## config.mk

```make
export PLATFORM = sky130hd
export DESIGN_NAME = programmable_dfa_engine_core
export DESIGN_NICKNAME = d
export VERILOG_FILES = /design/src/rtl/pdfa_pkg.sv /design/src/rtl/pdfa_cfg.sv /design/src/rtl/pdfa_table.sv /design/src/rtl/pdfa_exec.sv /design/src/rtl/programmable_dfa_engine_core.sv
export SDC_FILE = /design/constraint.sdc
export NUM_CORES = 2
export LEC_CHECK = 0
export BUFFER_PORTS_ARGS = -buffer_cell sky130_fd_sc_hd__buf_4
export CAP_MARGIN = 10
export CORE_ASPECT_RATIO = 1.25
export CORE_UTILIZATION = 25
export CTS_BUF_LIST = sky130_fd_sc_hd__clkbuf_16
export CTS_CLUSTER_DIAMETER = 60
export CTS_CLUSTER_SIZE = 14
export DETAILED_ROUTE_END_ITERATION = 10
export GPL_ROUTABILITY_DRIVEN = 0
export SYNTH_ARGS = -nofsm -noshare
export SYNTH_HDL_FRONTEND = slang
export SYNTH_SLANG_ARGS = --single-unit
```

## constraint.sdc

```tcl
create_clock -name aclk -period 20.8 [get_ports aclk]
set_clock_uncertainty 0.1 [all_clocks]
set_input_delay 3.12 -clock aclk [delete_from_list [all_inputs] [get_ports aclk]]
set_output_delay 3.12 -clock aclk [all_outputs]
set_load 0.01 [all_outputs]
```

## src/rtl/pdfa_pkg.sv

```systemverilog
// Shared types, codes and helper functions for the programmable DFA engine.
// Used by every module under rtl/; depends on nothing else.
package pdfa_pkg;

    // Sizing
    localparam int NUM_STATES  = 32;
    localparam int NUM_SYMBOLS = 16;
    localparam int STATE_W     = 5;
    localparam int SYM_W       = 4;
    localparam int ACT_W       = 3;
    localparam int STATUS_W    = 3;
    localparam int TBL_DEPTH   = NUM_STATES * NUM_SYMBOLS;
    localparam int TBL_AW      = $clog2(TBL_DEPTH);
    localparam int ENTRY_W     = STATE_W + 1;

    // Stream packing (padded to whole bytes)
    localparam int S_TDATA_BITS = 2 * STATE_W + SYM_W + 1;
    localparam int S_TDATA_W    = ((S_TDATA_BITS + 7) / 8) * 8;
    localparam int S_TUSER_W    = ACT_W;
    localparam int M_TDATA_BITS = 1 + STATUS_W + STATE_W;
    localparam int M_TDATA_W    = ((M_TDATA_BITS + 7) / 8) * 8;

    // Configuration port
    localparam int CFG_ADDR_W = 5;
    localparam int CFG_DATA_W = 32;
    localparam int REG_IDX_W  = CFG_ADDR_W - 2;

    typedef logic [STATE_W-1:0]  state_t;
    typedef logic [SYM_W-1:0]    sym_t;
    typedef logic [ACT_W-1:0]    action_t;
    typedef logic [STATUS_W-1:0] status_t;
    typedef logic [TBL_AW-1:0]   tbl_addr_t;
    typedef logic [ENTRY_W-1:0]  entry_t;
    typedef logic [REG_IDX_W-1:0] reg_idx_t;

    // Actions
    localparam action_t ACT_ADD   = 3'd0;
    localparam action_t ACT_RESET = 3'd1;
    localparam action_t ACT_STEP  = 3'd2;
    localparam action_t ACT_WORD  = 3'd3;
    localparam action_t ACT_EMPTY = 3'd4;

    // Status codes
    localparam status_t ST_OK        = 3'd0;
    localparam status_t ST_NO_START  = 3'd1;
    localparam status_t ST_EMPTY_ALPH = 3'd2;
    localparam status_t ST_BAD_SYM   = 3'd3;
    localparam status_t ST_NO_TARGET = 3'd4;
    localparam status_t ST_NO_SOURCE = 3'd5;
    localparam status_t ST_DUPLICATE = 3'd6;
    localparam status_t ST_NONDET    = 3'd7;

    // Register indexes
    localparam reg_idx_t REG_START_STATE = 3'd0;
    localparam reg_idx_t REG_START_VALID = 3'd1;
    localparam reg_idx_t REG_STATE_PRES  = 3'd2;
    localparam reg_idx_t REG_ACCEPT_MASK = 3'd3;
    localparam reg_idx_t REG_ALPHA_MASK  = 3'd4;

    typedef struct packed {
        state_t        start_state;
        logic          start_valid;
        logic [31:0]   state_present;
        logic [31:0]   accept_mask;
        logic [15:0]   alphabet_mask;
    } cfg_t;

    typedef struct packed {
        action_t action;
        state_t  from_state;
        sym_t    symbol;
        state_t  to_state;
        logic    word_first;
    } item_t;

    typedef struct packed {
        logic    accepted;
        status_t status;
        state_t  state_now;
    } result_t;

    typedef struct packed {
        logic      rd_en;
        tbl_addr_t rd_addr;
        logic      wr_en;
        tbl_addr_t wr_addr;
        entry_t    wr_data;
    } tbl_req_t;

    function automatic logic slot_ok(input state_t s, input sym_t a);
        return (int'(s) < NUM_STATES) && (int'(a) < NUM_SYMBOLS);
    endfunction

    function automatic tbl_addr_t slot_addr(input state_t s, input sym_t a);
        return tbl_addr_t'(int'(s) * NUM_SYMBOLS + int'(a));
    endfunction

    function automatic logic state_exists(input cfg_t c, input state_t s);
        return (int'(s) < NUM_STATES) && c.state_present[s];
    endfunction

    function automatic logic symbol_known(input cfg_t c, input sym_t a);
        return (int'(a) < NUM_SYMBOLS) && c.alphabet_mask[a];
    endfunction

endpackage

```

## src/rtl/pdfa_cfg.sv

```systemverilog
// APB-style configuration registers of the DFA engine.
// Depends on pdfa_pkg.
module pdfa_cfg
    import pdfa_pkg::*;
(
    input  logic                  aclk,
    input  logic                  aresetn,
    input  logic                  psel,
    input  logic                  penable,
    input  logic                  pwrite,
    input  logic [CFG_ADDR_W-1:0] paddr,
    input  logic [CFG_DATA_W-1:0] pwdata,
    output logic [CFG_DATA_W-1:0] prdata,
    output logic                  pready,
    output cfg_t                  cfg
);

    cfg_t     cfg_reg;
    logic     wr_en;
    reg_idx_t reg_idx;

    assign pready  = 1'b1;
    assign wr_en   = psel && penable && pwrite && pready;
    assign reg_idx = paddr[CFG_ADDR_W-1:2];
    assign cfg     = cfg_reg;

    always_ff @(posedge aclk) begin
        if (!aresetn) begin
            cfg_reg <= '0;
        end else if (wr_en) begin
            unique case (reg_idx)
                REG_START_STATE: cfg_reg.start_state   <= pwdata[STATE_W-1:0];
                REG_START_VALID: cfg_reg.start_valid   <= pwdata[0];
                REG_STATE_PRES:  cfg_reg.state_present <= pwdata[31:0];
                REG_ACCEPT_MASK: cfg_reg.accept_mask   <= pwdata[31:0];
                REG_ALPHA_MASK:  cfg_reg.alphabet_mask <= pwdata[15:0];
                default: ;
            endcase
        end
    end

    always_comb begin
        prdata = '0;
        unique case (reg_idx)
            REG_START_STATE: prdata = CFG_DATA_W'(cfg_reg.start_state);
            REG_START_VALID: prdata = CFG_DATA_W'(cfg_reg.start_valid);
            REG_STATE_PRES:  prdata = CFG_DATA_W'(cfg_reg.state_present);
            REG_ACCEPT_MASK: prdata = CFG_DATA_W'(cfg_reg.accept_mask);
            REG_ALPHA_MASK:  prdata = CFG_DATA_W'(cfg_reg.alphabet_mask);
            default:         prdata = '0;
        endcase
    end

endmodule

```

## src/rtl/pdfa_table.sv

```systemverilog
// Transition table memory: one write port, one registered read port,
// and the clearing pass that runs after reset. Depends on pdfa_pkg.
module pdfa_table
    import pdfa_pkg::*;
(
    input  logic     aclk,
    input  logic     aresetn,
    input  tbl_req_t req,
    output entry_t   rd_data,
    output logic     busy
);

    entry_t    mem [TBL_DEPTH];
    entry_t    rd_data_reg;
    tbl_addr_t clr_cnt_reg;
    logic      clr_busy_reg;

    assign rd_data = rd_data_reg;
    assign busy    = clr_busy_reg;

    // Clearing pass: one entry per cycle after reset
    always_ff @(posedge aclk) begin
        if (!aresetn) begin
            clr_busy_reg <= 1'b1;
            clr_cnt_reg  <= '0;
        end else if (clr_busy_reg) begin
            clr_cnt_reg <= clr_cnt_reg + 1'b1;
            if (clr_cnt_reg == tbl_addr_t'(TBL_DEPTH - 1)) begin
                clr_busy_reg <= 1'b0;
            end
        end
    end

    always_ff @(posedge aclk) begin
        if (clr_busy_reg) begin
            mem[clr_cnt_reg] <= '0;
        end else if (req.wr_en) begin
            mem[req.wr_addr] <= req.wr_data;
        end
    end

    always_ff @(posedge aclk) begin
        if (req.rd_en) begin
            rd_data_reg <= mem[req.rd_addr];
        end
    end

endmodule

```

## src/rtl/pdfa_exec.sv

```systemverilog
// Item sequencer: issues the table read, evaluates the item, writes back
// the table and the walk states, and holds the result register.
// Depends on pdfa_pkg.
module pdfa_exec
    import pdfa_pkg::*;
(
    input  logic     aclk,
    input  logic     aresetn,
    input  cfg_t     cfg,
    input  logic     s_valid,
    output logic     s_ready,
    input  item_t    s_item,
    output logic     m_valid,
    input  logic     m_ready,
    output result_t  m_result,
    output tbl_req_t tbl_req,
    input  entry_t   tbl_rd_data,
    input  logic     tbl_busy
);

    localparam logic PH_IDLE = 1'b0;
    localparam logic PH_EXEC = 1'b1;

    logic    phase_reg;
    item_t   item_reg;
    state_t  base_reg;
    state_t  running_state_reg, running_state_next;
    logic    running_set_reg, running_set_next;
    state_t  word_state_reg, word_state_next;
    logic    m_valid_reg;
    result_t res_reg, res_next;

    logic    accept;
    logic    done;
    logic    add_ok;
    state_t  running_now;
    state_t  lk_state;
    logic    ent_valid;
    state_t  ent_next;

    assign running_now = running_set_reg ? running_state_reg : cfg.start_state;
    assign s_ready     = (phase_reg == PH_IDLE) && !tbl_busy;
    assign accept      = s_valid && s_ready;
    assign done        = (phase_reg == PH_EXEC) && (!m_valid_reg || m_ready);
    assign m_valid     = m_valid_reg;
    assign m_result    = res_reg;

    // State to look up for the incoming item
    always_comb begin
        unique case (s_item.action)
            ACT_ADD:  lk_state = s_item.from_state;
            ACT_WORD: lk_state = s_item.word_first ? cfg.start_state : word_state_reg;
            default:  lk_state = running_now;
        endcase
    end

    assign ent_valid = tbl_rd_data[STATE_W] && slot_ok(base_reg, item_reg.symbol);
    assign ent_next  = tbl_rd_data[STATE_W-1:0];

    always_comb begin
        running_state_next = running_state_reg;
        running_set_next   = running_set_reg;
        word_state_next    = word_state_reg;
        add_ok             = 1'b0;
        res_next.accepted  = 1'b0;
        res_next.status    = ST_OK;
        res_next.state_now = running_now;
        unique case (item_reg.action)
            ACT_ADD: begin
                priority if (!symbol_known(cfg, item_reg.symbol)) begin
                    res_next.status = ST_BAD_SYM;
                end else if (!state_exists(cfg, item_reg.to_state)) begin
                    res_next.status = ST_NO_TARGET;
                end else if (!state_exists(cfg, item_reg.from_state)) begin
                    res_next.status = ST_NO_SOURCE;
                end else if (ent_valid) begin
                    res_next.status = (ent_next == item_reg.to_state) ? ST_DUPLICATE
                                                                      : ST_NONDET;
                end else begin
                    add_ok = 1'b1;
                end
            end
            ACT_RESET: begin
                running_set_next   = 1'b0;
                running_state_next = '0;
                res_next.state_now = cfg.start_state;
            end
            ACT_STEP: begin
                priority if (!cfg.start_valid) begin
                    res_next.status = ST_NO_START;
                end else if (cfg.alphabet_mask == '0) begin
                    res_next.status = ST_EMPTY_ALPH;
                end else if (ent_valid) begin
                    running_state_next = ent_next;
                    running_set_next   = 1'b1;
                    res_next.accepted  = cfg.accept_mask[ent_next];
                    res_next.state_now = ent_next;
                end else begin
                    res_next.state_now = running_now;
                end
            end
            ACT_WORD: begin
                priority if (!cfg.start_valid) begin
                    res_next.status = ST_NO_START;
                end else if (cfg.alphabet_mask == '0) begin
                    res_next.status = ST_EMPTY_ALPH;
                end else begin
                    word_state_next   = ent_valid ? ent_next : base_reg;
                    res_next.accepted = cfg.accept_mask[word_state_next];
                end
                res_next.state_now = word_state_next;
            end
            ACT_EMPTY: begin
                priority if (!cfg.start_valid) begin
                    res_next.status = ST_NO_START;
                end else if (cfg.alphabet_mask == '0) begin
                    res_next.status = ST_EMPTY_ALPH;
                end else begin
                    word_state_next   = cfg.start_state;
                    res_next.accepted = cfg.accept_mask[cfg.start_state];
                end
                res_next.state_now = word_state_next;
            end
            default: ;
        endcase
    end

    // Reads are only issued from idle, so a write-back always lands before
    // the next read of the same slot.
    always_comb begin
        tbl_req.rd_en   = accept;
        tbl_req.rd_addr = slot_addr(lk_state, s_item.symbol);
        tbl_req.wr_en   = done && add_ok;
        tbl_req.wr_addr = slot_addr(item_reg.from_state, item_reg.symbol);
        tbl_req.wr_data = {1'b1, item_reg.to_state};
    end

    always_ff @(posedge aclk) begin
        if (!aresetn) begin
            phase_reg         <= PH_IDLE;
            running_state_reg <= '0;
            running_set_reg   <= 1'b0;
            word_state_reg    <= '0;
            m_valid_reg       <= 1'b0;
        end else begin
            if (accept) begin
                phase_reg <= PH_EXEC;
            end else if (done) begin
                phase_reg <= PH_IDLE;
            end
            if (done) begin
                running_state_reg <= running_state_next;
                running_set_reg   <= running_set_next;
                word_state_reg    <= word_state_next;
                m_valid_reg       <= 1'b1;
            end else if (m_valid_reg && m_ready) begin
                m_valid_reg <= 1'b0;
            end
        end
    end

    always_ff @(posedge aclk) begin
        if (accept) begin
            item_reg <= s_item;
            base_reg <= lk_state;
        end
        if (done) begin
            res_reg <= res_next;
        end
    end

`ifndef ASSERT_OFF
    a_accept_to_exec: assert property (@(posedge aclk) disable iff (!aresetn)
        accept |=> (phase_reg == PH_EXEC))
        else $error("item accepted but sequencer not in exec");

    a_done_gives_result: assert property (@(posedge aclk) disable iff (!aresetn)
        done |=> (m_valid_reg && (phase_reg == PH_IDLE)))
        else $error("completed item did not reach result register");

    a_write_only_ok_add: assert property (@(posedge aclk) disable iff (!aresetn)
        tbl_req.wr_en |-> ((item_reg.action == ACT_ADD) && (res_next.status == ST_OK)))
        else $error("table written by an item that was not a good load");

    a_no_item_while_clearing: assert property (@(posedge aclk) disable iff (!aresetn)
        tbl_busy |-> !s_ready)
        else $error("item taken during table clearing pass");

    a_stall_holds_item: assert property (@(posedge aclk) disable iff (!aresetn)
        ((phase_reg == PH_EXEC) && !done) |=>
            ((phase_reg == PH_EXEC) && $stable(item_reg) && $stable(base_reg)))
        else $error("item in flight changed while waiting for result slot");
`endif

endmodule

```

## src/rtl/programmable_dfa_engine_core.sv

```systemverilog
// Top level of the programmable DFA engine: stream ports, APB port and
// the table, register and sequencer instances. Depends on pdfa_pkg.
//
// Table-driven DFA with up to 32 states and 16 symbols. Each input item
// either loads a transition, puts the running state back at the start
// state, steps the running state, steps the separate word walk, or ends an
// empty word; each item yields exactly one result item. After reset the
// transition table (512 entries) is cleared one entry per cycle, and
// s_tready stays low until that pass is done; APB writes are taken
// throughout. For each item the accept edge issues the table read; once
// the result register is free, a later edge evaluates the item, writes the
// table and walk states back and loads the result register. A new item is
// taken only when the previous one is through, since the registered table
// read sits in the read-modify-write loop. The result register decouples
// the two sides: a new item is accepted while the previous result still
// waits on m_tready. Configuration registers are to be written only while
// no item is in flight.
module programmable_dfa_engine_core
    import pdfa_pkg::*;
(
    input  logic                  aclk,
    input  logic                  aresetn,

    // Input item stream
    input  logic                  s_tvalid,
    output logic                  s_tready,
    input  logic [S_TDATA_W-1:0]  s_tdata,   // from_state, symbol, to_state, word_first
    input  logic [S_TUSER_W-1:0]  s_tuser,   // action

    // Result stream
    output logic                  m_tvalid,
    input  logic                  m_tready,
    output logic [M_TDATA_W-1:0]  m_tdata,   // accepted, status, state_now

    // Configuration
    input  logic                  psel,
    input  logic                  penable,
    input  logic                  pwrite,
    input  logic [CFG_ADDR_W-1:0] paddr,
    input  logic [CFG_DATA_W-1:0] pwdata,
    output logic [CFG_DATA_W-1:0] prdata,
    output logic                  pready
);

    cfg_t     cfg;
    item_t    s_item;
    result_t  m_result;
    tbl_req_t tbl_req;
    entry_t   tbl_rd_data;
    logic     tbl_busy;

    // Unpack the input item
    always_comb begin
        s_item.action     = s_tuser[ACT_W-1:0];
        s_item.from_state = s_tdata[STATE_W-1:0];
        s_item.symbol     = s_tdata[STATE_W +: SYM_W];
        s_item.to_state   = s_tdata[STATE_W + SYM_W +: STATE_W];
        s_item.word_first = s_tdata[2 * STATE_W + SYM_W];
    end

    // Pack the result, first field in the low bits
    assign m_tdata = M_TDATA_W'({m_result.state_now, m_result.status, m_result.accepted});

    pdfa_cfg u_cfg (
        .aclk    (aclk),
        .aresetn (aresetn),
        .psel    (psel),
        .penable (penable),
        .pwrite  (pwrite),
        .paddr   (paddr),
        .pwdata  (pwdata),
        .prdata  (prdata),
        .pready  (pready),
        .cfg     (cfg)
    );

    pdfa_table u_table (
        .aclk    (aclk),
        .aresetn (aresetn),
        .req     (tbl_req),
        .rd_data (tbl_rd_data),
        .busy    (tbl_busy)
    );

    pdfa_exec u_exec (
        .aclk        (aclk),
        .aresetn     (aresetn),
        .cfg         (cfg),
        .s_valid     (s_tvalid),
        .s_ready     (s_tready),
        .s_item      (s_item),
        .m_valid     (m_tvalid),
        .m_ready     (m_tready),
        .m_result    (m_result),
        .tbl_req     (tbl_req),
        .tbl_rd_data (tbl_rd_data),
        .tbl_busy    (tbl_busy)
    );

endmodule
```

==> metrics.md <==
| Metric | Value |
|---|---|
| Total number of vias | 62680 |
| Final Max Tran Viols | 0 |
| Htree depth | 5 |
| Most common cell after layout, fill and taps aside | edfxtp_1 |
| Fmax achieved | 110.6 MHz |
| Die footprint | 0.5210 sq mm |
| Peak supply drop | 56.19 uV |
| Post-CTS resize count | 0 |
| Reg clk slew, reported paths | 0.07 ns |
| Final hold violation count | 0 |
| Commonest non-fill, non-tap cells in the layout | 3109 x edfxtp_1, 941 x mux4_2, 581 x nor2_1 |
| Max Cap Violations | 0 |
| Met3 Usage GRT | 0.01561 |
| Post-synthesis mux area share | 0.1810 |
| Pre-CTS setup slack | 10.83 ns |
| Sequential share of the synthesized area | 0.7376 |
| Primary FF master, synth | edfxtp_1 |
| Clk_lat worst skew | 0.87 ns |
| CP Capture Type | flop |
| Maximum net fanout on the critical path | 172 |
| TritonRoute pass-1 iters | 5 |
| Layout area overhead | 12.34% |
| Fraction of layout cells with a size suffix above 1 | 0.2577 |
| Setup TNS | 0 ns |
| Syn Area/Cell | 20.31 sq um |
| First-pass GRT wire length | 477800 um |
| I/O pin count | 114 |
| Mapped Cells | 6379 |
| Min-Delay Path Class | reg2reg |
| CTS root buffer | clkbuf_16 |
| Post-Synthesis Cell Area | 0.1295 sq mm |
| Fillers | 50350 |
| Crit start category | primary input |
| Synth top area cells | edfxtp_1 72%, mux4_2 16%, nor2_1 1.7% |
| CTS buffer count | 278 |
| Grt met1 use | 0.1497 |
| Fin crit share | 0.4347 |
| Post-synthesis async set-or-reset flop share | 0 |
| Vias in the first global route | 66010 |
| WP data arrival | 9.46 ns |
| HPWL Detailed | 207000 um |
| GR Util met2 | 0.2255 |
| PortBufs | 102 |
| Rows | 295 |
| Initial antenna violation count | 8 |
| Compound-cell area share of the yosys netlist | 0.02435 |
| Fin crit period | 9.042 ns |
| Synth warn | 0 |
| Initial DRC count | 6086 |
| Setup violations, final | 0 |
| Largest net degree at the start of global routing | 190 |
| Fin nets | 6509 |
| Core area | 0.5160 sq mm |
| Distinct cell type count after synthesis | 84 |
| Status | complete, no violations |
| Multi-input gate area in the final layout | 0.03195 sq mm |
| Post-synth EDFFs | 3109 |
| Initial Utilization | 0.2510 |
| Post-CTS Setup Inserts | 0 |
| XOR/XNOR share of the synthesized area | 0.0006762 |
| Max reg flops | 3072 |
| CTS sink cnt | 3218 |
| CTS tree | done |
| DRC | 0 |
| Tightest Pin Transition | 1.293 ns |
| GRT Total Usage | 0.1237 |
| Vias per std cell | 4.701 |
| Slew margin rel. | 0.1381 |
| Grt ovf | 0 |
| CTS Buffer Depth | 4 |
| Vert. Die Dim | 806.8 um |
| WL/cell | 24.86 um |
| Worst EP required | 21.21 ns |
| Hold_buf cts | 0 |
| Register area | 0.09554 sq mm |
| RSZ-0062 raised after global routing | false |
| ANT nets after route | 0 |
| Final setup slack of the worst path | 11.76 ns |
| Setup CP Type | in2reg |
| Die Span X | 645.8 um |
| Leakage power | 37.53 nW |
| Simple-Gate Fraction of Synth Area | 0.03807 |
| Pwr dens | 82.90 mW/mm^2 |
| Post-synthesis adder-cell area fraction | 0.0001932 |
| Largest family of logic cells by synthesized area | multiplexers |
| Synth Register Bits | 3218 |
| Routed WL | 331400 um |
| Post-synth top area share | 0.7208 |
| GRT busiest layer | met2 |
| Biggest area consumer among synthesized cells | edfxtp_1 |
==> worst paths after layout <==
check / start / to / slack, ns / cells past startpoint
max reg2reg: u_exec.tbl_req[0] / u_table.mem[450][1] / 12.85 / 10
min reg2reg: u_cfg.cfg[62] / u_cfg.cfg[62] / 0.40 / 2
max: m_tready / u_table.mem[450][1] / 11.76 / 11
min: u_cfg.cfg[62] / u_cfg.cfg[62] / 0.40 / 2
==> layout make-up <==
type	count	share of cell area
repair buffers	224	0.01241
well taps	6831	0.05874
flip-flops and latches	3218	0.6566
multi-input cells	2691	0.2196
diodes	2	0.00003439
clock buffers	286	0.04918
clock inverters	51	0.002648
inverters	31	0.0008341
==> worst max-delay path, cell delays in order <==
cell	delay [ns]
buf_4	0.08
nor2b_1	0.13
nand2b_1	0.32
nand4b_1	0.26
nor4_2	0.17
buf_4	0.75
buf_4	0.89
buf_4	0.93
and2_4	0.86
buf_12	0.45
buf_4	0.89
==> report_power, final <==
group,switching [mW],total (mW),internal (mW)
clock network,2.23,4.70,2.47
registers,0.00372,7.00,7.00
logic,0.224,0.359,0.135
total,2.46,12.1,9.60
==> Yosys cell counts (20+ instances only) <==
master and instances:
a2111oi_0 30, a21boi_0 66, a21oi_1 27, a31oi_2 35, and2_1 20, buf_1 37, buf_2 152, buf_4 38
clkbuf_1 192, dfxtp_1 109, edfxtp_1 3109, inv_1 28, mux2_2 73, mux2i_1 127, mux4_2 941, nand2_1 245
nand3_1 45, nor2_1 583, nor2b_1 51, nor3_1 34, nor3_2 24, o21ai_0 52, o22ai_1 26
==> stage by stage <==
step | instances | power (mW) | utilization | cell area [sq um] | hold slack [ns]
3_5_place_dp | 13000 | 7.506 | 0.2674 | 138000 | 0.3925
5_1_grt | 13330 | 12.37 | 0.2820 | 145500 | 0.4187
6_report | 13330 | 12.06 | 0.2820 | 145500 | 0.3990
2_1_floorplan | 6385 | 7.379 | - | 129600 | 0.3626
3_3_place_gp | 13000 | 7.503 | 0.2674 | 138000 | 0.3870
4_1_cts | 13330 | 12.17 | 0.2820 | 145500 | 0.4021
==> metal layers <==
layer | share of wire | wire (um) | vias to the layer above
met4 | 0.036 | 11980 | 8
met3 | 0.053 | 17570 | 471
met1 | 0.39 | 127900 | 33850
li1 | - | - | 26180
met5 | 0.00015 | 49 | -
met2 | 0.52 | 174000 | 2172
==> kinds of logic after synthesis <==
logic type | after synthesis
buffers and inverters | 476
xor gates and xnor gates | 10
and+or+nand+nor | 1112
muxes | 1153
AOI/OAI and AO/OA | 406
DFF | 3218
other | 2
adders and majority gates | 2
(Power assumes the default switching activity.)
